[src/design/bpa_pkg.sv]
// ----------------------------------------------------------------------------
// bpa_pkg
// Shared types, constants and helper functions of the buddy page allocator.
// ----------------------------------------------------------------------------
package bpa_pkg;

   localparam int MAX_PAGES   = 16384;
   localparam int LEVELS      = $clog2(MAX_PAGES);
   localparam int SIZE_W      = LEVELS + 1;
   localparam int NODE_W      = LEVELS + 1;
   localparam int WORD_W      = LEVELS;
   localparam int WORD_DEPTH  = MAX_PAGES - 1;
   localparam int PAIR_W      = 2 * SIZE_W;

   localparam int OPCODE_W    = 1;
   localparam int PAGES_W     = 15;
   localparam int OFFSET_W    = 14;
   localparam int STATUS_W    = 2;
   localparam int POOL_W      = 15;
   localparam int N_W         = PAGES_W + 1;

   localparam int CSR_ADDR_W  = 2;
   localparam int CSR_DATA_W  = 32;

   localparam logic [CSR_ADDR_W-1:0] ADDR_POOL_PAGES = CSR_ADDR_W'(0);
   localparam logic [POOL_W-1:0]     POOL_RESET      = POOL_W'(16384);

   localparam logic [OPCODE_W-1:0] OP_ALLOC = 1'b0;
   localparam logic [OPCODE_W-1:0] OP_FREE  = 1'b1;

   typedef enum logic [STATUS_W-1:0] {
      STS_DONE       = 2'd0,
      STS_NO_ROOM    = 2'd1,
      STS_BAD_OFFSET = 2'd2
   } status_type;

   typedef struct packed {
      logic [OPCODE_W-1:0] opcode;
      logic [PAGES_W-1:0]  request_pages;
      logic [OFFSET_W-1:0] block_offset;
   } req_type;

   typedef struct packed {
      status_type          status;
      logic [OFFSET_W-1:0] granted_offset;
      logic [PAGES_W-1:0]  block_pages;
      logic [PAGES_W-1:0]  free_left;
   } rsp_type;

   typedef enum logic [2:0] {
      ST_INIT,
      ST_FILL,
      ST_IDLE,
      ST_START,
      ST_DESCEND,
      ST_CLIMB,
      ST_ASCEND,
      ST_RESPOND
   } state_type;

   typedef struct packed {
      logic init;
      logic fill;
      logic accept;
      logic start;
      logic descend;
      logic climb;
      logic ascend;
   } cmd_type;

   typedef struct packed {
      logic fill_done;
      logic is_free;
      logic fail;
      logic whole_pool;
      logic descend_done;
      logic climb_found;
      logic climb_miss;
      logic at_root;
   } stat_type;

   // clamp to MAX_PAGES, then keep the highest set bit
   function automatic logic [SIZE_W-1:0] pool_round(input logic [POOL_W-1:0] pages);
      logic [POOL_W-1:0] clamped;
      logic [SIZE_W-1:0] result;
      clamped = (pages > POOL_W'(MAX_PAGES)) ? POOL_W'(MAX_PAGES) : pages;
      result  = '0;
      for (int i = 0; i < POOL_W; i++) begin
         if (clamped[i]) begin
            result = SIZE_W'(1) << i;
         end
      end
      return result;
   endfunction

   // next power of two at or above the request; zero counts as one
   function automatic logic [N_W-1:0] round_up(input logic [PAGES_W-1:0] pages);
      logic [PAGES_W-1:0] less;
      logic [N_W-1:0]     result;
      less   = pages - PAGES_W'(1);
      result = N_W'(1);
      if (pages > PAGES_W'(1)) begin
         for (int i = 0; i < PAGES_W; i++) begin
            if (less[i]) begin
               result = N_W'(2) << i;
            end
         end
      end
      return result;
   endfunction

endpackage

[src/design/bpa_csr.sv]
// ----------------------------------------------------------------------------
// bpa_csr
// Register port: holds the pool size register and flags writes to it.
// ----------------------------------------------------------------------------
module bpa_csr (
   input  logic                             clock,
   input  logic                             reset,
   input  logic                             psel,
   input  logic                             penable,
   input  logic                             pwrite,
   input  logic [bpa_pkg::CSR_ADDR_W-1:0]   paddr,
   input  logic [bpa_pkg::CSR_DATA_W-1:0]   pwdata,
   output logic [bpa_pkg::CSR_DATA_W-1:0]   prdata,
   output logic                             pready,
   output logic [bpa_pkg::POOL_W-1:0]       pool_pages,
   output logic                             csr_write
);

   logic [bpa_pkg::POOL_W-1:0] pool_pages_ff;
   logic [bpa_pkg::POOL_W-1:0] pool_pages_in;
   logic                       hit;

   assign hit       = (paddr == bpa_pkg::ADDR_POOL_PAGES);
   assign csr_write = psel && penable && pwrite && hit;
   assign pready    = 1'b1;

   always_comb begin
      pool_pages_in = pool_pages_ff;
      if (csr_write) begin
         pool_pages_in = pwdata[bpa_pkg::POOL_W-1:0];
      end
   end

   always_ff @(posedge clock) begin
      if (reset) begin
         pool_pages_ff <= bpa_pkg::POOL_RESET;
      end else begin
         pool_pages_ff <= pool_pages_in;
      end
   end

   assign prdata     = hit ? bpa_pkg::CSR_DATA_W'(pool_pages_ff) : '0;
   assign pool_pages = pool_pages_ff;

endmodule

[config.mk]
export PLATFORM = sky130hd
export DESIGN_NAME = bpa_csr
export DESIGN_NICKNAME = d
export VERILOG_FILES = /design/src/design/bpa_pkg.sv /design/src/design/bpa_csr.sv
export SDC_FILE = /design/constraint.sdc
export NUM_CORES = 1
export LEC_CHECK = 0
export ABC_AREA = 1
export ABC_CLOCK_PERIOD_IN_PS = 890
export BUFFER_PORTS_ARGS = -buffer_cell sky130_fd_sc_hd__buf_2
export CORE_MARGIN = 4
export CORE_UTILIZATION = 36
export DETAILED_ROUTE_END_ITERATION = 16
export MAX_ROUTING_LAYER = met4
export PLACE_DENSITY = 0.78
export SLEW_MARGIN = 10
export SYNTH_ARGS = -nofsm -noshare
export SYNTH_HDL_FRONTEND = slang
export SYNTH_SLANG_ARGS = --single-unit
[constraint.sdc]
create_clock -name clock -period 0.89 [get_ports clock]
set_input_delay 0.178 -clock clock [delete_from_list [all_inputs] [get_ports clock]]
set_output_delay 0.178 -clock clock [all_outputs]
set_load 0.01 [all_outputs]
Word-level counts from Yosys, hierarchy flattened
Cells that the tools add are included.

storage, ports and cells
  latch bits = 0
  register bits = 15
  RAM bits = 0
  memories kept = 0
  bits in read-only memories = 0

cells by class
  $add $sub $neg = 0
  reduce and logical (&&, ||, !) cells = 4
  shifts and indexed selects = 0
  $mul = 0
  magnitude comparators = 0
  bitwise logic cells = 0
  div/mod/pow operators = 0
  eq/ne operators = 0
  muxes and demuxes = 1

operators by type and width
  operator             number
  $mux W15             1
  $logic_and A1 B1 Y1  3
  $logic_not A2 Y1     1

Longest topological paths before layout
Gate-level depths: netlist (run 1).

  word-level depth = 3
  mapped depth = 6

Worst setup path before layout (run 1)
No wires, ideal clock.

  path kind = input -> output
  start = in paddr[0] (netlist name)
  end = out prdata[10] (netlist name)
  cell stages on the path = 4
  data required time = 0.712 ns
  arrival time = 0.651 ns
  setup slack = 0.061 ns
  path through = inv_2 -> nand2_4 -> buf_2 -> nor2_1

between the ends
  cells in the longest elaborated chain, start to end = 2

ends and longest elaborated chain
  what              RTL line       RTL
  from (decl)       bpa_csr.sv:11  input logic [bpa_pkg::CSR_ADDR_W-1:0] paddr,
  $logic_not A2 Y1  bpa_csr.sv:23  assign hit = (paddr == bpa_pkg::ADDR_POOL_PAGES);
  $mux W15          bpa_csr.sv:42  assign prdata = hit ? bpa_pkg::CSR_DATA_W'(pool_pages_ff) : '0;
  to (decl)         bpa_csr.sv:13  output logic [bpa_pkg::CSR_DATA_W-1:0] prdata,

Every way passes these cells.

Worst setup path after layout (run 1)
  start = reg pool_pages_ff, in the netlist pool_pages[3]
  end = out prdata[3] (netlist name)

between the ends
  cells in the longest elaborated chain, start to end = 1

ends and longest elaborated chain
  what                    RTL line       RTL
  from (decl)             bpa_csr.sv:19  logic [bpa_pkg::POOL_W-1:0] pool_pages_ff;
  from (signal assigned)  bpa_csr.sv:36  pool_pages_ff <= bpa_pkg::POOL_RESET;
  from (signal assigned)  bpa_csr.sv:38  pool_pages_ff <= pool_pages_in;
  $mux W15                bpa_csr.sv:42

Every way passes these cells.

==> out/metrics.cfg, run 1 <==
[run_status]
outcome = finished with violations
violations = negative setup slack

[logic_synthesis]
synth_top_area_share = 0.314
yosys-top-cells-count = nor2_1, inv_1, buf_4, nand2_1
ys_seq_elements = 15
synth_top_cells_by_area = dfxtp_1, nor2_1, buf_4
synthArstFlopShare = 0
yosysMostFrequentCell = nor2_1
ys.flop_type = dfxtp_1
yosysSeqAreaShare = 0.314
avgSynthCellArea_um2 = 6.25
synth_area_um2 = 956
synth_edf_count = 0
synth_cell_types = 15
syn_inst = 153
yosysTopAreaCell = dfxtp_1
ys.warnings.count = 0

[pwr]
pwr-share-comb = 0.222
p_leak_nw = 0.824
pwr_density_cell_nw_per_um2 = 954
p_int_mw = 1.01
power_switching_mw = 0.400
pwr-share-clk = 0.279
finalPower_mw = 1.41
seq_power_share = 0.499
vdd_drop_max_uv = 570
p_sw_frac = 0.284

[critical_path]
start_kind = flop
ff2ff_setup_slack_ns = 0.29
critical_path.startpoint = pool_pages[3]
endpoint_kind = output pin
worstPathArrival_ns = 0.88
path_cells = inv_1 -> nor2_1 -> buf_2
rr_endpoint = pool_pages[14]
cp.required_ns = 0.71
critical_path_class = flop to output pin
cpMaxStageDelayCell = dfxtp_2
r2r_start = pool_pages[14]
critical_path.max_fanout = 3
r2r_cells = 2
slowest_delay_ns = 0.35

[worst_hold_path]
hold_class = primary input to flop
worstHoldPathCells = 3
holdPathEnd = pool_pages[14]
hold_start = pwdata[14]

[clock_network]
cts_buffers = 3
clkTransAtPathRegs_ns = 0.09
cts_sinks = 15
cts_buffer_depth = 2
cts_tree = built
clock_latency_ns = 0.28
cts-root-buf = clkbuf_4
htree_levels = 1

[finish]
finalInstanceArea_um2 = 1470
multi_input_area_um2 = 428
ff_latch_area_um2 = 319
diodes = 0
fill_cells = 247
largest_reg_flops = 15
synthToLayoutAreaGrowth_pct = 54.2
final_util = 0.590
nNetsFinal = 257
drive_above_1_share = 0.461

[routing]
drt_iter0_markers = 16
wire_per_inst_um = 9.54
route.detailed.drc = 0
vias = 993
postRouteWirelength_um = 2360
detail-route-antenna-nets = 0
drt-pass1-iter-count = 4
via_per_inst = 4.02

[place]
placed_area_um2 = 1250
dp_hpwl_um = 1760
place_congestion = 0.731
io_buffers = 52

[global_route]
gr-usage-all-layers = 0.143
grt_pass1_wl_um = 3750
grt-ovfl-total = 0
first_global_vias = 888
grt_max_degree = 15
antenna_found_initial = 0

[die]
fp.dieW_um = 59.5
ios = 88
fp.dieH_um = 59.5
start_util = 0.382
row_count = 18
fp.coreArea_um2 = 2500
dieArea_um2 = 3540

[timing]
timing.final.crit_share = 1.19
period_minus_slack_ns = 1.06
fmax_mhz = 941
rsz0062_at_grt = true
hold_ws_ns = 0.111
setup_violations = 30
hold_violations = 0
fin_skew_ns = 0
drv_slew = 0
fin_ws_ns = -0.173

[run]
cap_viol_max_count = 0

[metrics by stage]
step | worst slack (ns) | setup TNS (ns) | std cells
3_3_place_gp | -0.0981 | -2.01 | 236
4_1_cts | -0.181 | -3.09 | 242
3_5_place_dp | -0.117 | -2.40 | 236
5_1_grt | -0.241 | -4.91 | 247
6_report | -0.173 | -3.30 | 247
2_1_floorplan | 0.0605 | 0 | 169
[cell families (layout without fill, tap and decap cells)]
| logic type | after synthesis | count (layout) | synth area share |
|---|---|---|---|
| simple gates | 79 | 79 | 0.366 |
| other cells | 2 | 18 | 0.00786 |
| compound gates | 1 | 1 | 0.00523 |
| buf+inv | 56 | 104 | 0.306 |
| flops | 15 | 15 | 0.314 |
[power groups by stage]
stage | Combinational (mW) | Clock [mW] | Sequential [mW]
final | 0.312 | 0.392 | 0.702
after global routing | 0.351 | 0.441 | 0.704
after CTS | 0.300 | 0.403 | 0.701
after detailed placement | 0.280 | 0 | 0.711
after global placement | 0.275 | 0 | 0.711
after floorplan | 0.205 | 0 | 0.718
[metal layers]
| layer | global-route usage | wire length, um | up-vias |
|---|---|---|---|
| li1 | - | - | 530 |
| met1 | 0.152 | 843 | 419 |
| met2 | 0.257 | 1260 | 42 |
| met3 | 0.0218 | 227 | 2 |
| met4 | 0.0665 | 27 | 0 |
| met5 | - | 0 | - |
[how the worst max path moves through the flow]
stage / endpoint
floorplan: prdata[10]
global placement: prdata[1]
detailed placement: prdata[0]
CTS: prdata[0]
global route: prdata[5]
finish: prdata[3]
[layout make-up]
class,count,share of cell area
repair buffers,67,0.366
multi-input cells,98,0.290
flip-flops and latches,15,0.216
inverters,33,0.0840
well taps,30,0.0255
clock buffers,4,0.0178
[layout by cell type, fill, tap and decap left out]
cell	instances
nor2_1	41
buf_2	37
inv_1	25
buf_6	21
conb_1	18
nand2_1	16
nand3_1	15
dfxtp_2	15
inv_2	8
buf_4	5
nor2_2	4
buf_12	4
clkbuf_4	3
nand2_4	1
nand3_2	1
nor2_8	1
o21ai_0	1
clkbuf_1	1
[worst max-delay path, delay by kind of cell (launching register included)]
kind	cells	cell delay, ns
buf+inv	2	0.17
simple gates	1	0.08
flops	1	0.35
[timing repair]
item / 4_1_cts / 5_1_grt
resized for setup: 32 / 12
endpoints found under the hold margin: 0 / 0
setup buffers: 2 / 5
hold buffers: 0 / 0
setup endpoints to repair: 31 / 31
pin swaps: 16 / 2
No activity file was read; power rests on OpenSTA's default activity.
==> run 2: changes to the inputs <==
Settings changed: GPL_TIMING_DRIVEN set to 0.
==> run 2 against run 1 <==
Compared with the run above:
- routed wire length increased by 9.3%
- total power up 3.1%
- the run still ends with negative setup slack left
- clock skew did not move
- critical path depth did not move
- largest cell class unchanged
- cell area is 7.4% higher
==> out/metrics.cfg, run 2 (synthesized netlist as in run 1, its figures left out) <==
[critical_path]
critical_path.max_fanout = 3  ; unchanged
r2r_cells = 4  ; was 2
ff2ff_setup_slack_ns = 0.08  ; was 0.29 ns
rr_endpoint = pool_pages[8]  ; was pool_pages[14]
worstPathArrival_ns = 0.89  ; was 0.88 ns
path_cells = inv_2 -> nor2_2 -> buf_2  ; was inv_1 -> nor2_1 -> buf_2
start_kind = flop  ; unchanged
slowest_delay_ns = 0.36  ; was 0.35 ns
cp.required_ns = 0.71  ; about the same
cpMaxStageDelayCell = dfxtp_2  ; unchanged
cp_top_family = flip-flops  ; unchanged
r2r_start = pool_pages[8]  ; was pool_pages[14]
endpoint_kind = output pin  ; unchanged
cp_num_buf_inv = 2  ; unchanged
critical_path_class = flop to output pin  ; unchanged

[die]
fp.dieH_um = 59.5  ; unchanged
fp.dieW_um = 59.5  ; unchanged
fp.coreArea_um2 = 2500  ; unchanged
row_count = 18  ; unchanged
dieArea_um2 = 3540  ; unchanged
ios = 88  ; unchanged
start_util = 0.382  ; unchanged

[pwr]
pwr-share-clk = 0.268  ; was 0.279
power_switching_mw = 0.414  ; was 0.400 mW
finalPower_mw = 1.45  ; was 1.41 mW
pwr-share-comb = 0.248  ; was 0.222
seq_power_share = 0.484  ; was 0.499
pwr_density_cell_nw_per_um2 = 916  ; was 954 nW/um2
vdd_drop_max_uv = 614  ; was 570 uV
p_sw_frac = 0.285  ; was 0.284
p_leak_nw = 0.909  ; was 0.824 nW
p_int_mw = 1.04  ; was 1.01 mW

[routing]
wire_per_inst_um = 9.72  ; was 9.54 um
detail-route-antenna-nets = 0  ; unchanged
route.detailed.drc = 0  ; unchanged
postRouteWirelength_um = 2580  ; was 2360 um
vias = 1064  ; was 993
drt-pass1-iter-count = 4  ; unchanged
via_per_inst = 4.02  ; about the same
drt_iter0_markers = 13  ; was 16

[timing]
rsz0062_at_grt = true  ; unchanged
timing.final.crit_share = 1.20  ; was 1.19
period_minus_slack_ns = 1.07  ; was 1.06 ns
hold_violations = 0  ; unchanged
fmax_mhz = 933  ; was 941 MHz
setup_violations = 30  ; unchanged
fin_skew_ns = 0  ; unchanged
drv_slew = 0  ; unchanged
fin_ws_ns = -0.182  ; was -0.173 ns

[worst_hold_path]
hold_class = primary input to flop  ; unchanged
hold_start = pwdata[14]  ; unchanged
worstHoldPathCells = 3  ; unchanged
holdPathEnd = pool_pages[14]  ; unchanged

[run]
cap_viol_max_count = 0  ; unchanged

[run_status]
violations = negative setup slack  ; unchanged
outcome = finished with violations  ; unchanged

[clock_network]
cts_tree = built  ; unchanged
htree_levels = 1  ; unchanged
cts_buffer_depth = 2  ; unchanged
clock_latency_ns = 0.28  ; about the same
cts_sinks = 15  ; unchanged
cts_hold_buf = 0  ; unchanged
cts-root-buf = clkbuf_4  ; unchanged
clkTransAtPathRegs_ns = 0.10  ; was 0.09 ns
cts_buffers = 3  ; unchanged

[finish]
synthToLayoutAreaGrowth_pct = 65.6  ; was 54.2%
diodes = 0  ; unchanged
nNetsFinal = 275  ; was 257
final_cell_mix = nor2_1, buf_2, buf_6, inv_1, buf_4  ; was nor2_1, buf_2, inv_1, buf_6, conb_1
final_common_cell = nor2_1  ; unchanged
final_util = 0.633  ; was 0.590
drive_above_1_share = 0.523  ; was 0.461
largest_reg_flops = 15  ; unchanged
fill_cells = 254  ; was 247

[place]
dp_hpwl_um = 1830  ; was 1760 um
io_buffers = 52  ; unchanged
place_congestion = 0.756  ; was 0.731
dpl_worst_slack_ns = -0.224  ; was -0.117 ns

[global_route]
grt_pass1_wl_um = 3770  ; was 3750 um
gr-usage-all-layers = 0.143  ; about the same
grt_max_degree = 11  ; was 15
first_global_vias = 926  ; was 888
antenna_found_initial = 0  ; unchanged
grt-ovfl-total = 0  ; unchanged

run 2: cell types whose count changed in the layout (fill, tap and decap cells not counted), moves of 2 or more:
cell / previous run / this run
buf_4: 5 / 23
buf_12: 4 / 0
buf_6: 21 / 24
inv_1: 25 / 23
inv_2: 8 / 10
nor2_1: 41 / 39
nor2_2: 4 / 6
run 2: worst max-delay path by stage:
stage	startpoint	to	slack [ns]	depth (start not counted)
floorplan	paddr[0]	prdata[10]	0.06	4
global placement	paddr[0]	csr_write	-0.22	6
detailed placement	paddr[0]	csr_write	-0.22	6
CTS	pool_pages[2]	prdata[2]	-0.18	3
global route	pool_pages[2]	prdata[2]	-0.25	3
finish	pool_pages[4]	prdata[4]	-0.18	3
run 2: power groups by stage:
stage | Combinational, mW | Clock, mW | Sequential, mW
final | 0.360 | 0.388 | 0.701
after global placement | 0.301 | 0 | 0.711
after detailed placement | 0.304 | 0 | 0.711
after global routing | 0.399 | 0.444 | 0.704
after floorplan | 0.205 | 0 | 0.718
after CTS | 0.321 | 0.401 | 0.700
run 2: through the flow:
stage | cell area (um2) | hold slack (ns) | setup TNS, ns | instances
2_1_floorplan | 1020 | 0.304 | 0 | 169
4_1_cts | 1440 | 0.102 | -3.27 | 257
5_1_grt | 1580 | 0.144 | -5.11 | 265
3_5_place_dp | 1310 | 0.396 | -3.65 | 251
3_3_place_gp | 1310 | 0.391 | -3.67 | 251
6_report | 1580 | 0.109 | -3.54 | 265
run 2: what timing repair did:
item | in CTS | in global routing
pin swaps | 15 | 4
setup buffers | 3 | 8
setup endpoints to repair | 31 | 33
gates resized for setup | 28 | 25
gates cloned | 0 | 0
run 2: worst register-to-register path: cells and delay by family, from the launching register on:
| kind | cells | cell delay [ns] |
|---|---|---|
| flip-flops | 1 | 0.34 |
| AND/OR/NAND/NOR | 2 | 0.14 |
| buffers and inverters | 2 | 0.23 |
run 2: layout make-up:
type	count	area, um2	area share
Clock inverter	1	5.00	0.00316
Tap cell	30	37.5	0.0237
Sequential cell	15	319	0.202
Multi-Input combinational cell	98	442	0.279
Clock buffer	3	22.5	0.0142
Buffer	22	164	0.104
Inverter	33	124	0.0783
Timing Repair Buffer	63	469	0.296
run 2: per-layer routing:
layer	track usage	vias to the layer above	part of all wire
met3	0.0174	6	0.094
met2	0.251	49	0.54
met4	0.0759	0	0.016
met5	-	-	0
li1	-	565	-
met1	0.156	444	0.35
==> run 3: changes to the inputs <==
Settings changed: CAP_MARGIN set to 10, CELL_PAD_IN_SITES_DETAIL_PLACEMENT set to 0, CELL_PAD_IN_SITES_GLOBAL_PLACEMENT set to 1, CORE_UTILIZATION 36 to 22, PLACE_DENSITY 0.78 to unset, PLACE_DENSITY_LB_ADDON set to 0.1.
==> run 3 against run 2 <==
Compared with the run above:
- the flow still finishes with violations (negative setup slack)
- register-to-register slack gained 0.03 ns
- clock power grew 42%
- cell area up 9.1%
- combinational power is 13% higher
==> out/metrics.cfg, run 3 (synthesized netlist as in run 1, its figures left out) <==
[run_status]
outcome = finished with violations  ; unchanged
violations = negative setup slack  ; unchanged

[critical_path]
ff2ff_setup_slack_ns = 0.11  ; was 0.08 ns
critical_path.max_fanout = 3  ; unchanged
cp.required_ns = 0.71  ; about the same
endpoint_kind = output pin  ; unchanged
worstPathArrival_ns = 0.84  ; was 0.89 ns
start_kind = flop  ; unchanged
critical_path_class = flop to output pin  ; unchanged

[clock_network]
cts_buffer_depth = 2  ; unchanged
htree_levels = 1  ; unchanged
clkTransAtPathRegs_ns = 0.06  ; was 0.10 ns
clock_latency_ns = 0.24  ; was 0.28 ns
cts_buffers = 3  ; unchanged
cts_tree = built  ; unchanged
cts-root-buf = clkbuf_8  ; was clkbuf_4
cts_sinks = 15  ; unchanged

[global_route]
gr-usage-all-layers = 0.105  ; was 0.143
use_met1 = 0.119  ; was 0.156
busiest_layer = met2  ; unchanged
grt-ovfl-total = 0  ; unchanged
antenna_found_initial = 0  ; unchanged
grt_use_met2 = 0.176  ; was 0.251
grtUsageMet3 = 0.0192  ; was 0.0174
grt_pass1_wl_um = 4280  ; was 3770 um
grt_max_degree = 12  ; was 11
first_global_vias = 1007  ; was 926

[die]
dieArea_um2 = 5460  ; was 3540 um2
start_util = 0.234  ; was 0.382
row_count = 23  ; was 18
ios = 88  ; unchanged
fp.dieW_um = 73.9  ; was 59.5 um
fp.dieH_um = 73.9  ; was 59.5 um
fp.coreArea_um2 = 4090  ; was 2500 um2

[routing]
vias = 1074  ; was 1,064
via_per_inst = 3.72  ; was 4.02
detail-route-antenna-nets = 0  ; unchanged
drt-pass1-iter-count = 4  ; unchanged
postRouteWirelength_um = 2750  ; was 2580 um
route.detailed.drc = 0  ; unchanged
wire_per_inst_um = 9.52  ; was 9.72 um
drt_iter0_markers = 33  ; was 13

[finish]
final_common_cell = buf_2  ; was nor2_1
synthToLayoutAreaGrowth_pct = 80.6  ; was 65.6%
finalInstanceArea_um2 = 1730  ; was 1580 um2
diodes = 0  ; unchanged
nNetsFinal = 279  ; was 275
largest_reg_flops = 15  ; unchanged
fill_cells = 451  ; was 254
ff_latch_area_um2 = 324  ; was 319 um2
multi_input_area_um2 = 459  ; was 442 um2
drive_above_1_share = 0.548  ; was 0.523
final_cell_mix = buf_2, nor2_1, buf_4, inv_1, buf_6  ; was nor2_1, buf_2, buf_6, inv_1, buf_4
final_util = 0.423  ; was 0.633

[timing]
rsz0062_at_grt = true  ; unchanged
fin_skew_ns = 0  ; unchanged
hold_violations = 0  ; unchanged
drv_slew = 0  ; unchanged
period_minus_slack_ns = 1.02  ; was 1.07 ns
fmax_mhz = 982  ; was 933 MHz
setup_violations = 21  ; was 30
fin_ws_ns = -0.128  ; was -0.182 ns
timing.final.crit_share = 1.14  ; was 1.20

[pwr]
power_switching_mw = 0.444  ; was 0.414 mW
p_int_mw = 1.21  ; was 1.04 mW
seq_power_share = 0.421  ; was 0.484
vdd_drop_max_uv = 325  ; was 614 uV
p_sw_frac = 0.268  ; was 0.285
finalPower_mw = 1.66  ; was 1.45 mW
pwr-share-clk = 0.333  ; was 0.268
pwr_density_cell_nw_per_um2 = 959  ; was 916 nW/um2
pwr-share-comb = 0.246  ; was 0.248
p_leak_nw = 0.954  ; was 0.909 nW

[place]
dpl_worst_slack_ns = -0.229  ; was -0.224 ns
placed_area_um2 = 1340  ; was 1310 um2
place_congestion = 0.732  ; was 0.756
io_buffers = 52  ; unchanged
dp_hpwl_um = 2100  ; was 1830 um

[run]
cap_viol_max_count = 0  ; unchanged

[worst_hold_path]
hold_class = primary input to flop  ; unchanged

[run 3: cell count changes in the layout (fill, tap and decap cells not counted), sizes merged]
cell	before	now
buf	85	89
clkbuf	3	4
clkinv	1	0
[run 3: path summary, 6_finish.rpt]
kind	startpoint	endpoint	depth (start not counted)
worst min register to register	pool_pages[5]	pool_pages[5]	2
worst max-delay path	pool_pages[0]	prdata[0]	3
worst max register to register	pool_pages[3]	pool_pages[3]	4
worst min-delay path	pwdata[14]	pool_pages[14]	3
[run 3: layout make-up]
cell class | count | area share
buffer | 22 | 0.101
inverter | 33 | 0.0790
sequential | 15 | 0.188
timing repair buffer | 67 | 0.304
multi-input combinational | 98 | 0.266
clock buffer | 4 | 0.0261
tap | 50 | 0.0362
[run 3: timing repair]
action / 4_1_cts / 5_1_grt
buffers inserted: 4 / 10
hold buffers: 0 / 0
resized for setup: 43 / 30
pin swaps: 17 / 4
cloned: 1 / 0
endpoints found under the setup margin: 31 / 38
[run 3: critical path: stages (launching register included)]
cell and delay, ns:
dfxtp_2 0.35, inv_1 0.04, nor2_1 0.07, buf_2 0.13
[run 3: power by group through the flow]
stage | sequential [mW] | clock, mW | combinational [mW]
after global placement | 0.711 | 0 | 0.307
after global routing | 0.700 | 0.609 | 0.453
after detailed placement | 0.712 | 0 | 0.309
after CTS | 0.701 | 0.580 | 0.371
final | 0.698 | 0.551 | 0.407
after floorplan | 0.718 | 0 | 0.205
[run 3: through the flow]
| stage | setup TNS, ns | std cells | hold WS, ns |
|---|---|---|---|
| floorplan | 0 | 169 | 0.304 |
| global placement | -3.99 | 271 | 0.404 |
| detailed placement | -4.09 | 271 | 0.416 |
| CTS | -1.96 | 279 | 0.157 |
| global route | -3.21 | 289 | 0.171 |
| finish | -2.07 | 289 | 0.167 |
[run 3: routing by layer]
layer  share of wire  vias to the layer above  wire (um)
li1                -                      578          -
met1            0.41                      456       1120
met2            0.51                       38       1420
met3           0.068                        2        187
met4          0.0091                        0         25
met5               0                        -          0
