[config.mk]
export PLATFORM = sky130hd
export DESIGN_NAME = bpa_ctrl
export DESIGN_NICKNAME = d
export VERILOG_FILES = /design/src/design/bpa_pkg.sv /design/src/design/bpa_ctrl.sv
export SDC_FILE = /design/constraint.sdc
export NUM_CORES = 1
export LEC_CHECK = 0
export BUFFER_PORTS_ARGS = -buffer_cell sky130_fd_sc_hd__buf_4
export CAP_MARGIN = 20
export CORE_AREA = 2 2 39 41
export CTS_BUF_LIST = sky130_fd_sc_hd__clkbuf_2 sky130_fd_sc_hd__clkbuf_4 sky130_fd_sc_hd__clkbuf_8
export DETAILED_ROUTE_END_ITERATION = 8
export DIE_AREA = 0 0 41 43
export PLACE_DENSITY = 0.48
export SETUP_SLACK_MARGIN = 0.5
export SYNTH_ARGS = -nofsm -noshare
export SYNTH_HDL_FRONTEND = slang
export SYNTH_SLANG_ARGS = --single-unit
[constraint.sdc]
create_clock -name clock -period 3.6 [get_ports clock]
set_input_delay 0.54 -clock clock [delete_from_list [all_inputs] [get_ports clock]]
set_output_delay 0.54 -clock clock [all_outputs]
set_load 0.1 [all_outputs]
[src/design/bpa_pkg.sv]
// ----------------------------------------------------------------------------
// bpa_pkg
// Shared types, constants and helper functions of the buddy page allocator.
// ----------------------------------------------------------------------------
package bpa_pkg;

   localparam int MAX_PAGES   = 16384;
   localparam int LEVELS      = $clog2(MAX_PAGES);
   localparam int SIZE_W      = LEVELS + 1;
   localparam int NODE_W      = LEVELS + 1;
   localparam int WORD_W      = LEVELS;
   localparam int WORD_DEPTH  = MAX_PAGES - 1;
   localparam int PAIR_W      = 2 * SIZE_W;

   localparam int OPCODE_W    = 1;
   localparam int PAGES_W     = 15;
   localparam int OFFSET_W    = 14;
   localparam int STATUS_W    = 2;
   localparam int POOL_W      = 15;
   localparam int N_W         = PAGES_W + 1;

   localparam int CSR_ADDR_W  = 2;
   localparam int CSR_DATA_W  = 32;

   localparam logic [CSR_ADDR_W-1:0] ADDR_POOL_PAGES = CSR_ADDR_W'(0);
   localparam logic [POOL_W-1:0]     POOL_RESET      = POOL_W'(16384);

   localparam logic [OPCODE_W-1:0] OP_ALLOC = 1'b0;
   localparam logic [OPCODE_W-1:0] OP_FREE  = 1'b1;

   typedef enum logic [STATUS_W-1:0] {
      STS_DONE       = 2'd0,
      STS_NO_ROOM    = 2'd1,
      STS_BAD_OFFSET = 2'd2
   } status_type;

   typedef struct packed {
      logic [OPCODE_W-1:0] opcode;
      logic [PAGES_W-1:0]  request_pages;
      logic [OFFSET_W-1:0] block_offset;
   } req_type;

   typedef struct packed {
      status_type          status;
      logic [OFFSET_W-1:0] granted_offset;
      logic [PAGES_W-1:0]  block_pages;
      logic [PAGES_W-1:0]  free_left;
   } rsp_type;

   typedef enum logic [2:0] {
      ST_INIT,
      ST_FILL,
      ST_IDLE,
      ST_START,
      ST_DESCEND,
      ST_CLIMB,
      ST_ASCEND,
      ST_RESPOND
   } state_type;

   typedef struct packed {
      logic init;
      logic fill;
      logic accept;
      logic start;
      logic descend;
      logic climb;
      logic ascend;
   } cmd_type;

   typedef struct packed {
      logic fill_done;
      logic is_free;
      logic fail;
      logic whole_pool;
      logic descend_done;
      logic climb_found;
      logic climb_miss;
      logic at_root;
   } stat_type;

   // clamp to MAX_PAGES, then keep the highest set bit
   function automatic logic [SIZE_W-1:0] pool_round(input logic [POOL_W-1:0] pages);
      logic [POOL_W-1:0] clamped;
      logic [SIZE_W-1:0] result;
      clamped = (pages > POOL_W'(MAX_PAGES)) ? POOL_W'(MAX_PAGES) : pages;
      result  = '0;
      for (int i = 0; i < POOL_W; i++) begin
         if (clamped[i]) begin
            result = SIZE_W'(1) << i;
         end
      end
      return result;
   endfunction

   // next power of two at or above the request; zero counts as one
   function automatic logic [N_W-1:0] round_up(input logic [PAGES_W-1:0] pages);
      logic [PAGES_W-1:0] less;
      logic [N_W-1:0]     result;
      less   = pages - PAGES_W'(1);
      result = N_W'(1);
      if (pages > PAGES_W'(1)) begin
         for (int i = 0; i < PAGES_W; i++) begin
            if (less[i]) begin
               result = N_W'(2) << i;
            end
         end
      end
      return result;
   endfunction

endpackage

[src/design/bpa_ctrl.sv]
// ----------------------------------------------------------------------------
// bpa_ctrl
// Sequencer: tree rebuild, request intake, descent, climb, ascent, response.
// ----------------------------------------------------------------------------
module bpa_ctrl (
   input  logic               clock,
   input  logic               reset,
   input  logic               start,
   input  logic               csr_write,
   input  bpa_pkg::stat_type  stat,
   output bpa_pkg::cmd_type   cmd,
   output logic               busy,
   output logic               rsp_valid
);

   bpa_pkg::state_type state_ff;
   bpa_pkg::state_type state_in;

   always_comb begin
      state_in = state_ff;
      if (csr_write) begin
         state_in = bpa_pkg::ST_INIT;
      end else begin
         case (state_ff)
            bpa_pkg::ST_INIT: begin
               state_in = bpa_pkg::ST_FILL;
            end
            bpa_pkg::ST_FILL: begin
               if (stat.fill_done) begin
                  state_in = bpa_pkg::ST_IDLE;
               end
            end
            bpa_pkg::ST_IDLE: begin
               if (start) begin
                  state_in = bpa_pkg::ST_START;
               end
            end
            bpa_pkg::ST_START: begin
               if (stat.fail) begin
                  state_in = bpa_pkg::ST_RESPOND;
               end else if (stat.is_free) begin
                  state_in = bpa_pkg::ST_CLIMB;
               end else if (stat.whole_pool) begin
                  state_in = bpa_pkg::ST_ASCEND;
               end else begin
                  state_in = bpa_pkg::ST_DESCEND;
               end
            end
            bpa_pkg::ST_DESCEND: begin
               if (stat.descend_done) begin
                  state_in = bpa_pkg::ST_ASCEND;
               end
            end
            bpa_pkg::ST_CLIMB: begin
               if (stat.climb_found) begin
                  state_in = bpa_pkg::ST_ASCEND;
               end else if (stat.climb_miss) begin
                  state_in = bpa_pkg::ST_RESPOND;
               end
            end
            bpa_pkg::ST_ASCEND: begin
               if (stat.at_root) begin
                  state_in = bpa_pkg::ST_RESPOND;
               end
            end
            bpa_pkg::ST_RESPOND: begin
               state_in = bpa_pkg::ST_IDLE;
            end
            default: begin
               state_in = bpa_pkg::ST_INIT;
            end
         endcase
      end
   end

   always_comb begin
      cmd       = '0;
      busy      = 1'b1;
      rsp_valid = 1'b0;
      case (state_ff)
         bpa_pkg::ST_INIT: begin
            cmd.init = 1'b1;
         end
         bpa_pkg::ST_FILL: begin
            cmd.fill = 1'b1;
         end
         bpa_pkg::ST_IDLE: begin
            busy       = 1'b0;
            cmd.accept = start;
         end
         bpa_pkg::ST_START: begin
            cmd.start = 1'b1;
         end
         bpa_pkg::ST_DESCEND: begin
            cmd.descend = 1'b1;
         end
         bpa_pkg::ST_CLIMB: begin
            cmd.climb = 1'b1;
         end
         bpa_pkg::ST_ASCEND: begin
            cmd.ascend = 1'b1;
         end
         bpa_pkg::ST_RESPOND: begin
            rsp_valid = 1'b1;
         end
         default: begin
            cmd = '0;
         end
      endcase
   end

   always_ff @(posedge clock) begin
      if (reset) begin
         state_ff <= bpa_pkg::ST_INIT;
      end else begin
         state_ff <= state_in;
      end
   end

endmodule

# Word level (Yosys, flattened, before mapping)
# Cells that the tools add are included.
# word_totals
input_bits	12
n_memories	0
latch_bits	0
rom_bits	0
word_cells	35
regBits	3
out_inout_bits	9
ram_bits	0
# op_classes
shifts	0
bitwise_logic	0
n_lt_le_gt_ge	0
addsub	0
eq_ne	12
multipliers	0
div	0
reduce_logical	3
mux	19
# ops
cell	n
3-bit case mux with 8 select lines	1
3-bit 2-to-1 mux	6
3-bit == test (second input constant)	4
1-bit 2-to-1 mux	9
2-bit != test (second input constant)	4
3-bit by 2-bit == test with 1-bit output (second input constant)	2
2-bit 2-to-1 mux	3
5-bit AND reduction	1
3-bit by 1-bit == test with 1-bit output (second input constant)	1
3-bit zero test	1
3-bit != test (second input constant)	1
2-bit OR reduction	1

# Logic depth before layout (Yosys ltp)
# Gate-level depths: netlist of the first run.
# logic_depth
word_depth	4
depth_mapped	4

# Worst setup path after synthesis of the first run
# OpenSTA, ideal clock, no wires.
# synth_timing
path_kind	register to output
from	register state_ff[1]
to	output cmd[4] (netlist name)
stages_incl_launch_ff	5
slack_ns	0.319
t_required_ns	3.060
arrival_time_ns	2.741
path_cell_list	dfxtp_1 -> buf_2 -> nand2b_1 -> nand2b_1 -> nor2_1
# synth_rtl
element	line_no	text
start: declaration	bpa_ctrl.sv:16	bpa_pkg::state_type state_ff;
start signal: assignment	bpa_ctrl.sv:114	state_ff <= bpa_pkg::ST_INIT;
start signal: assignment	bpa_ctrl.sv:116	state_ff <= state_in;
end: declaration	bpa_ctrl.sv:11	output bpa_pkg::cmd_type cmd,

==> results of run 1 <==
==> power groups by stage <==
stage	logic [mW]	clock network, mW	registers, mW
global route	0.0450	0.0722	0.0382
global placement	0.0429	0	0.0383
CTS	0.0429	0.0676	0.0379
floorplan	0.0317	0	0.0356
detailed placement	0.0428	0	0.0384
finish	0.0425	0.0655	0.0379
==> synthesized netlist by cell type <==
library cell | number | share of area
xnor2_1 | 1 | 0.031
nor2_1 | 7 | 0.092
a21oi_2 | 1 | 0.031
buf_2 | 2 | 0.035
nand2_1 | 2 | 0.026
nor3_1 | 3 | 0.052
or4b_1 | 1 | 0.035
o31a_1 | 1 | 0.031
buf_6 | 1 | 0.039
and3_1 | 1 | 0.022
dfxtp_1 | 3 | 0.21
a21oi_1 | 1 | 0.017
inv_1 | 4 | 0.052
or3b_1 | 2 | 0.061
o32ai_1 | 1 | 0.031
a2111oi_0 | 1 | 0.031
o211a_1 | 1 | 0.035
nor4_1 | 2 | 0.044
mux2_2 | 1 | 0.039
nand2b_1 | 4 | 0.087
==> per-layer routing <==
metal | global-route usage | share of wire | up-vias | wire length, um
met1 | 0.1218 | 0.44 | 147 | 327
met3 | 0.04712 | 0.13 | 0 | 94
met5 | 0 | 0 | - | 0
li1 | - | - | 180 | -
met2 | 0.1469 | 0.43 | 17 | 319
met4 | 0.02000 | 0 | 0 | 0
==> worst max-delay path, cell delays in order (launching register included) <==
cell      delay [ns]
dfxtp_1         0.54
nand2b_1        0.14
nand2b_1        0.19
nor2_2          0.08
buf_4           0.29
==> kinds of logic after synthesis <==
group,Yosys count,share of synthesized area
and+or+nand+nor,22,0.4192
buffers and inverters,7,0.1266
AOI/OAI and AO/OA,6,0.1747
DFF,3,0.2096
xor gates and xnor gates,1,0.03057
muxes,1,0.03930
==> path summary, 6_finish.rpt <==
check / end / slack, ns
worst max-delay path: cmd[4] / 1.60
worst min-delay path: state_ff[2] / 0.48
worst max register to register: state_ff[1] / 2.27
worst min register to register: state_ff[1] / 0.70
==> per-stage QoR <==
step	power, mW	hold WS [ns]
global placement	0.08111	0.6858
finish	0.1459	0.4785
global route	0.1554	0.4723
detailed placement	0.08122	0.6935
CTS	0.1484	0.4750
floorplan	0.06725	0.6167
==> layout make-up <==
cell class,count,share of cell area
clock buffers,4,0.06349
repair buffers,20,0.3175
flip-flops and latches,3,0.1270
inverters,4,0.03175
multi-input cells,30,0.4180
well taps,16,0.04233
==> metrics.csv, run 1 <==
stage,metric,value,unit
synth,synth_cells,40,
pwr,power_frac_clock,0.449,
clock_tree,clkLatencyLatePin,0.23,ns
placed_design,placed_area,442.9,um2
cells_and_area,reg_top3,state_ff: 3 flops,
route,drt-initial-drc-count,3,
cells_and_area,regArea,60.06,um2
floorplanning,num_io_pins,21,
floorplanning,initial_core_util,0.2071,
setup_path,r2r_start,state_ff[1],
cells_and_area,postLayoutCellArea,473.0,um2
cells_and_area,nets,74,
route,ant_nets,0,
clock_tree,cts_buffer_depth,2,
pwr,swShare,0.3187,
min_path,hold_class,input port to flop,
sta,slew_headroom,0.7289,
min_path,worstHoldStart,reset,
pwr,power_frac_seq,0.260,
sta,fin_ws,1.599,ns
cells_and_area,num-fill-cells,168,
clock_tree,htreeDepth,1,
cells_and_area,multiInputGateArea,197.7,um2
floorplanning,core,1384,um2
setup_path,ff2ff_path_depth,3,
global_routing,grt_pass1_wl,1193,um
pwr,powerDensity,308.4,nW/um2
floorplanning,die_area,1763,um2
floorplanning,rows,14,
synth,syn-num-nets,52,
floorplanning,die_x,41,um
pwr,p_sw,0.04649,mW
setup_path,worstSetupPathType,flop to output port,
global_routing,grt_remaining_overflow,0,
status,outcome,completed,
synth,syn_area_per_cell,7.163,um2
synth,synth_cell_types,20,
pwr,p_int,0.09937,mW
placed_design,pre_cts_slack,1.836,ns
placed_design,routabilityCongestion,0.6740,
setup_path,worstPathRequired,3.06,ns
sta,grt_setup_unrepaired,false,
cells_and_area,top_register,state_ff,
cells_and_area,final_cell_mix,"buf_4, nor2_1, inv_1, nand2b_1, clkbuf_4",
placed_design,portBuffers,20,
cells_and_area,instances_no_fill,77,
global_routing,grtUsageTotal,0.09729,
clock_tree,root_buffer,clkbuf_4,
clock_tree,cts-buffers-inserted,3,
synth,netlist_area,286.5,um2
placed_design,place_inst,73,
floorplanning,die_y,43,um
pwr,p_leak,0.2128,nW
clock_tree,postCtsHoldBufs,0,
flow_run,maxCapViolCount,0,
clock_tree,postCtsSetupRepairBufs,0,
cells_and_area,largest_reg_flops,3,
sta,clock.fmax,499.8,MHz
setup_path,arrival,1.46,ns
cells_and_area,final_util,0.3418,
sta,fin_crit,2.001,ns
setup_path,end_kind,output port,
clock_tree,cts_tree,yes,
synth,yosysWarnings,0,
cells_and_area,layout_commonest_cell,buf_4,
cells_and_area,syn_to_final_growth,65.07,%
setup_path,worstSetupStartpointType,flop,
sta,tightest_slew,0.3965,ns
cells_and_area,diodes,0,
sta,finClkSkew,0.002056,ns
sta,finalCritPeriodShare,0.5557,
sta,finalSetupTns,0,ns
min_path,whs_path_depth,2,
setup_path,cp_max_fo,11,
sta,slew_viol_final,0,
clock_tree,clock_sinks,3,
pwr,p_comb_frac,0.292,
sta,final_hold_viol_count,0,
sta,setup_viol,0,
route,drt-pass1-iter-count,4,
cells_and_area,drive_gt1_frac,0.4590,
placed_design,dp_hpwl,610.8,um
route,drcViolationCount,0,
setup_path,crit_start,state_ff[1],
route,vias,344,
clock_tree,clk_pin_slew,0.03,ns
route,wl,740,um
pwr,ir_worst_vdd,177.1,uV
global_routing,grt_pass1_vias,323,
route,vias_per_cell,4.468,
route,wire_per_inst,9.610,um
synth,synth_seq_area_share,0.2096,
global_routing,grt_max_degree,12,
clock_tree,post_cts_resized,0,
global_routing,grt_antenna_before_repair,0,
synth,synth_seq_cells,3,
Power figures use the tool's default switching activity.
==> run 2: changes to the inputs <==
--- a/config.mk
+++ b/config.mk
@@ -5,13 +5,14 @@
 export SDC_FILE = /design/constraint.sdc
 export NUM_CORES = 1
 export LEC_CHECK = 0
+export ABC_AREA = 1
 export BUFFER_PORTS_ARGS = -buffer_cell sky130_fd_sc_hd__buf_4
 export CAP_MARGIN = 20
 export CORE_AREA = 2 2 39 41
 export CTS_BUF_LIST = sky130_fd_sc_hd__clkbuf_2 sky130_fd_sc_hd__clkbuf_4 sky130_fd_sc_hd__clkbuf_8
 export DETAILED_ROUTE_END_ITERATION = 8
 export DIE_AREA = 0 0 41 43
-export PLACE_DENSITY = 0.48
+export PLACE_DENSITY = 0.54
 export SETUP_SLACK_MARGIN = 0.5
 export SYNTH_ARGS = -nofsm -noshare
 export SYNTH_HDL_FRONTEND = slang
==> constraint.sdc (replaced) <==
create_clock -name clock -period 1.75 [get_ports clock]
set_input_delay 0.2625 -clock clock [delete_from_list [all_inputs] [get_ports clock]]
set_output_delay 0.2625 -clock clock [all_outputs]
set_load 0.1 [all_outputs]
==> run 2 against run 1 <==
Combinational power grew to 3.2 times the previous value. Clock power increased by 110%. Global-route usage is 4.4 points higher. Worst setup slack worse by 1.3 ns. Largest power group is now combinational cells.
==> metrics.csv, run 2 <==
stage,metric,value,unit
status,outcome,completed,
cells_and_area,syn_to_final_growth,141.2,%
floorplanning,die_x,41,um
sta,slew_viol_final,0,
synth,synth.area.top_cells,"dfxtp_1, nor2_2, inv_1",
global_routing,grt_antenna_before_repair,0,
synth,ys.flop_type,dfxtp_1,
synth,yosys.cell_count.top_type,inv_1,
floorplanning,initial_core_util,0.2414,
sta,slew_headroom,0.8577,
floorplanning,num_io_pins,21,
clock_tree,cts_tree,yes,
clock_tree,clk_pin_slew,0.03,ns
route,vias,449,
sta,fin_crit,1.436,ns
sta,tightest_slew,0.2116,ns
cells_and_area,diodes,0,
clock_tree,cts_buffer_depth,2,
sta,finClkSkew,0.006586,ns
route,drt-pass1-iter-count,4,
cells_and_area,nets,97,
setup_path,crit_start,state_ff[0],
setup_path,r2r-end,state_ff[0],
pwr,p_leak,0.3366,nW
synth,synthArstFlopShare,0,
sta,final_hold_viol_count,0,
global_routing,grtUsageMet2,0.2250,
setup_path,crit_path_end,cmd[4],
synth,yosysWarnings,0,
cells_and_area,drive_gt1_frac,0.6905,
synth,yosys.area.top_type,dfxtp_1,
floorplanning,die_y,43,um
clock_tree,clkLatencyLatePin,0.24,ns
synth,synth_seq_cells,3,
synth,synth_seq_area_share,0.1798,
route,drcViolationCount,0,
global_routing,grt_busiest_layer,met2,
global_routing,grtUsageTotal,0.1414,
global_routing,grt_pass1_vias,440,
placed_design,routabilityCongestion,0.6938,
cells_and_area,reg_top3,state_ff: 3 flops,
clock_tree,postCtsHoldBufs,0,
global_routing,grt_use_met1,0.1506,
setup_path,reg2reg_slack,0.48,ns
cells_and_area,largest_reg_flops,3,
sta,clock.fmax,696.2,MHz
global_routing,grt_pass1_wl,1656,um
route,drt-initial-drc-count,10,
global_routing,grt_remaining_overflow,0,
clock_tree,root_buffer,clkbuf_4,
clock_tree,cts-buffers-inserted,3,
placed_design,place_inst,89,
synth,syn_area_per_cell,6.074,um2
floorplanning,core,1384,um2
cells_and_area,layout_commonest_cell,buf_4,
floorplanning,rows,14,
synth,syn-num-nets,67,
route,wl,975,um
pwr,ir_worst_vdd,343.4,uV
placed_design,dp_hpwl,744.1,um
route,wire_per_inst,9.750,um
sta,finalSetupTns,0,ns
setup_path,cp_max_fo,9,
setup_path,crit_top_cell,nor2_4,
setup_path,worstSetupStartpointType,flop,
global_routing,grt_max_degree,10,
synth,netlist_area,334.1,um2
setup_path,end_kind,output port,
synth,synth_cells,55,
sta,grt_setup_unrepaired,true,
pwr,finalPower,0.3553,mW
setup_path,worstSetupPathType,flop to output port,
synth,post-synth-top-area-fraction,0.1798,
setup_path,arrival,1.17,ns
sta,finalCritPeriodShare,0.8207,
synth,synth-edff-count,0,
setup_path,crit_chain,nor2_4 -> nand2_8 -> nor2_4 -> buf_12,
sta,setup_viol,0,
clock_tree,htreeDepth,1,
min_path,hold_class,input port to flop,
route,vias_per_cell,4.490,
placed_design,portBuffers,20,
setup_path,ff2ff_path_depth,5,
setup_path,worstPathRequired,1.49,ns
flow_run,maxCapViolCount,0,
cells_and_area,instances_no_fill,100,
floorplanning,die_area,1763,um2
cells_and_area,final_cell_mix,"buf_4, buf_12, nor2_4",
setup_path,slowest_delay,0.40,ns
synth,synth_cell_types,21,
setup_path,slowest_stage,dfxtp_4,
setup_path,r2r_start,state_ff[2],
clock_tree,clock_sinks,3,
pwr,powerDensity,441.0,nW/um2
route,ant_nets,0,
cells_and_area,top_register,state_ff,
synth,synthTopCellsByCount,"inv_1, nand2_1, nor2_1",
global_routing,grt_util_met3,0.05236,
==> run 2: cell count changes in the layout (fill, tap and decap cells not counted), sizes merged, moves of 3 or more <==
cell	delta
buf	+7
nand2	+6
nand3	+5
clkinvlp	+3
inv	+5
nand2b	-4
nor2	+6
==> run 2: per-layer routing <==
metal	up-vias	share of wire
li1	230	-
met1	201	0.39
met2	16	0.54
met3	2	0.051
met4	0	0.014
met5	-	0
==> run 2: worst min-delay path by stage <==
stage             from           to  cells past startpoint
4_1_cts          reset  state_ff[0]                      4
3_5_place_dp     reset  state_ff[0]                      4
6_report         reset  state_ff[0]                      4
2_1_floorplan  stat[5]  state_ff[1]                      2
3_3_place_gp     reset  state_ff[0]                      4
5_1_grt          reset  state_ff[0]                      4
==> run 2: timing repair <==
action / CTS / global route
pin swaps: 4 / 4
cloned: 1 / 0
setup endpoints to repair: 10 / 10
resized for setup: 36 / 1
setup buffers: 6 / 0
==> run 2: cells by family after synthesis <==
group / Yosys count / synth area share
buf+inv: 14 / 0.2210
flops: 3 / 0.1798
simple gates: 33 / 0.5169
compound gates: 5 / 0.08238
==> run 2: stage by stage <==
stage / cell area [um2] / util / hold WS, ns / setup slack, ns
after detailed placement: 580.6 / 0.4195 / 0.5404 / 0.3086
after floorplan: 449.2 / - / 0.4320 / 0.1421
final: 805.8 / 0.5823 / 0.3020 / 0.3137
after global placement: 580.6 / 0.4195 / 0.5425 / 0.3033
after global routing: 805.8 / 0.5823 / 0.3102 / 0.2648
after CTS: 802.0 / 0.5796 / 0.2912 / 0.3000
==> run 2: worst max-delay path: cells and delay by family (launching register included) <==
family	cells	cell delay (ns)
DFF	1	0.40
buffers and inverters	1	0.18
and+or+nand+nor	3	0.36
==> run 2: cell type report <==
type,count,area [um2]
clock buffer,4,30.03
fill,143,578.1
inverter,11,65.06
multi-input combinational,38,295.3
sequential,3,71.32
tap,16,20.02
timing repair buffer,27,317.8
timing repair inverter,1,6.256
==> run 2: power by group <==
part / switching (mW) / leakage, nW / internal (mW) / total, mW
logic: 0.0781 / 0.292 / 0.0598 / 0.138
registers: 0.0102 / 0.0267 / 0.0688 / 0.0790
clock network: 0.0374 / 0.0184 / 0.101 / 0.138
==> run 3: changes to the inputs <==
==> constraint.sdc (replaced) <==
create_clock -name clock -period 1.2 [get_ports clock]
set_input_delay 0.18 -clock clock [delete_from_list [all_inputs] [get_ports clock]]
set_output_delay 0.18 -clock clock [all_outputs]
set_load 0.1 [all_outputs]
==> run 3 against run 2 <==
The run now ends with negative setup slack left. Die area unchanged. Largest cell class unchanged. Hold slack worse by 0.085 ns. Highest routed layer is now met3. Sequential share of layout area is 0.72 points lower. Count of clock-buffer cells in the layout is the same. Wire length increased by 9.9%. Global-route usage up 0.20 points. Power up 52%. Worst setup slack worse by 0.50 ns. Via count grew 3.1%. Combinational power increased by 60%.
==> metrics.csv, run 3 (same netlist as run 2, synthesis figures left out) <==
stage,metric,value,unit
status,outcome,"finished, violations left",
status,violations,negative setup slack,
min_path,hold_class,input port to flop,
setup_path,cp_max_fo,7,
sta,setup_viol,10,
min_path,worstHoldStart,reset,
floorplanning,initial_core_util,0.2414,
setup_path,end_kind,output port,
pwr,swShare,0.3552,
pwr,powerDensity,617.2,nW/um2
global_routing,grt_pass1_vias,445,
setup_path,arrival,1.21,ns
cells_and_area,reg_top3,state_ff: 3 flops,
global_routing,grt_antenna_before_repair,0,
route,wire_per_inst,10.21,um
sta,finClkSkew,0.004962,ns
flow_run,maxCapViolCount,0,
route,drt-pass1-iter-count,4,
sta,fin_ws,-0.1851,ns
placed_design,dp_hpwl,780.2,um
setup_path,ff2ff_path_depth,8,
global_routing,grt_remaining_overflow,0,
min_path,whs_path_depth,4,
floorplanning,die_x,41,um
floorplanning,die_y,43,um
floorplanning,num_io_pins,21,
cells_and_area,layout_commonest_cell,buf_4,
route,vias_per_cell,4.410,
cells_and_area,drive_gt1_frac,0.7640,
route,vias,463,
pwr,ir_worst_vdd,360.7,uV
setup_path,r2r-end,state_ff[0],
setup_path,worstSetupPathType,flop to output port,
clock_tree,postCtsHoldBufs,0,
floorplanning,die_area,1763,um2
clock_tree,clk_pin_slew,0.04,ns
pwr,power_frac_clock,0.379,
route,wl,1072,um
global_routing,grt_pass1_wl,1718,um
setup_path,crit_start,state_ff[1],
placed_design,routabilityCongestion,0.8175,
clock_tree,cts_buffer_depth,2,
pwr,p_int,0.3491,mW
route,drt-initial-drc-count,11,
setup_path,reg2reg_slack,-0.02,ns
pwr,p_leak,0.3733,nW
sta,finalCritPeriodShare,1.154,
sta,tightest_slew,0.2257,ns
clock_tree,root_buffer,clkbuf_4,
cells_and_area,largest_reg_flops,3,
sta,finalSetupTns,-1.276,ns
setup_path,slowest_stage,dfxtp_4,
placed_design,portBuffers,20,
sta,final_hold_viol_count,0,
cells_and_area,final_cell_mix,"buf_4, buf_12, nor2_4, inv_1, nor2_1",
setup_path,r2r_start,state_ff[0],
sta,grt_setup_unrepaired,true,
cells_and_area,top_register,state_ff,
sta,slew_headroom,0.8482,
cells_and_area,syn_to_final_growth,162.5,%
sta,hold_slack,0.2169,ns
pwr,p_comb_frac,0.407,
clock_tree,htreeDepth,1,
cells_and_area,nets,102,
route,ant_nets,0,
global_routing,grtUsageTotal,0.1434,
floorplanning,core,1384,um2
min_path,min_to,state_ff[0],
setup_path,worstPathRequired,1.02,ns
clock_tree,cts-buffers-inserted,3,
setup_path,crit_chain,inv_6 -> buf_6 -> nor3_4 -> buf_12,
route,drcViolationCount,0,
setup_path,slowest_delay,0.40,ns
pwr,power_frac_seq,0.214,
clock_tree,cts_tree,yes,
sta,slew_viol_final,0,
sta,clock.fmax,722.0,MHz
sta,fin_crit,1.385,ns
pwr,p_sw,0.1923,mW
setup_path,worstSetupStartpointType,flop,
cells_and_area,diodes,0,
clock_tree,clkLatencyLatePin,0.24,ns
floorplanning,rows,14,
clock_tree,clock_sinks,3,
global_routing,grt_max_degree,10,
run 3: changes by cell type in the layout (fill, tap and decap cells not counted), sizes merged:
cell  previous run  this run
inv              9         8
buf             27        33
run 3: how the worst max path moves through the flow:
stage	endpoint	slack (ns)
final	cmd[0]	-0.19
after global routing	cmd[1]	-0.23
after CTS	cmd[0]	-0.19
after detailed placement	cmd[3]	-0.08
after global placement	cmd[3]	-0.1
after floorplan	cmd[2]	-0.32
run 3: final cells by class:
cell class                      count  area [um2]
Tap cell                           16       20.02
Timing Repair Buffer               33       384.1
Multi-Input combinational cell     38       306.5
Clock buffer                        4       30.03
Inverter                           11       65.06
Fill cell                         122       506.7
Sequential cell                     3       71.32
run 3: repair_timing:
action | CTS | global route
endpoints found under the setup margin | 12 | 12
buffers inserted | 1 | 0
pin swaps | 5 | 2
gates resized for setup | 34 | 4
run 3: worst max-delay path: cells and delay by family (launching register included):
kind / cells / cell delay (ns)
flops: 1 / 0.40
simple gates: 1 / 0.20
buf+inv: 3 / 0.36
run 3: layer usage:
| layer | global-route usage | part of all wire | up-vias |
|---|---|---|---|
| li1 | - | - | 241 |
| met1 | 0.1603 | 0.38 | 213 |
| met2 | 0.2438 | 0.59 | 9 |
| met3 | 0.01571 | 0.031 | 0 |
| met4 | 0.08000 | 0 | 0 |
| met5 | 0 | 0 | - |
run 3: per-stage QoR:
step	area (um2)	std cells	setup WS, ns	util	power, mW
floorplan	461.7	55	-0.3210	-	0.2505
global placement	688.2	100	-0.09907	0.4973	0.3048
detailed placement	688.2	100	-0.08398	0.4973	0.3056
CTS	860.8	105	-0.1932	0.6221	0.5461
global route	877.1	105	-0.2308	0.6338	0.5641
finish	877.1	105	-0.1851	0.6338	0.5413
run 3: power groups by stage:
stage	Combinational [mW]	Clock [mW]	Sequential, mW
global route	0.233	0.214	0.117
global placement	0.187	0	0.118
detailed placement	0.188	0	0.118
finish	0.221	0.205	0.116
floorplan	0.144	0	0.106
CTS	0.218	0.212	0.116
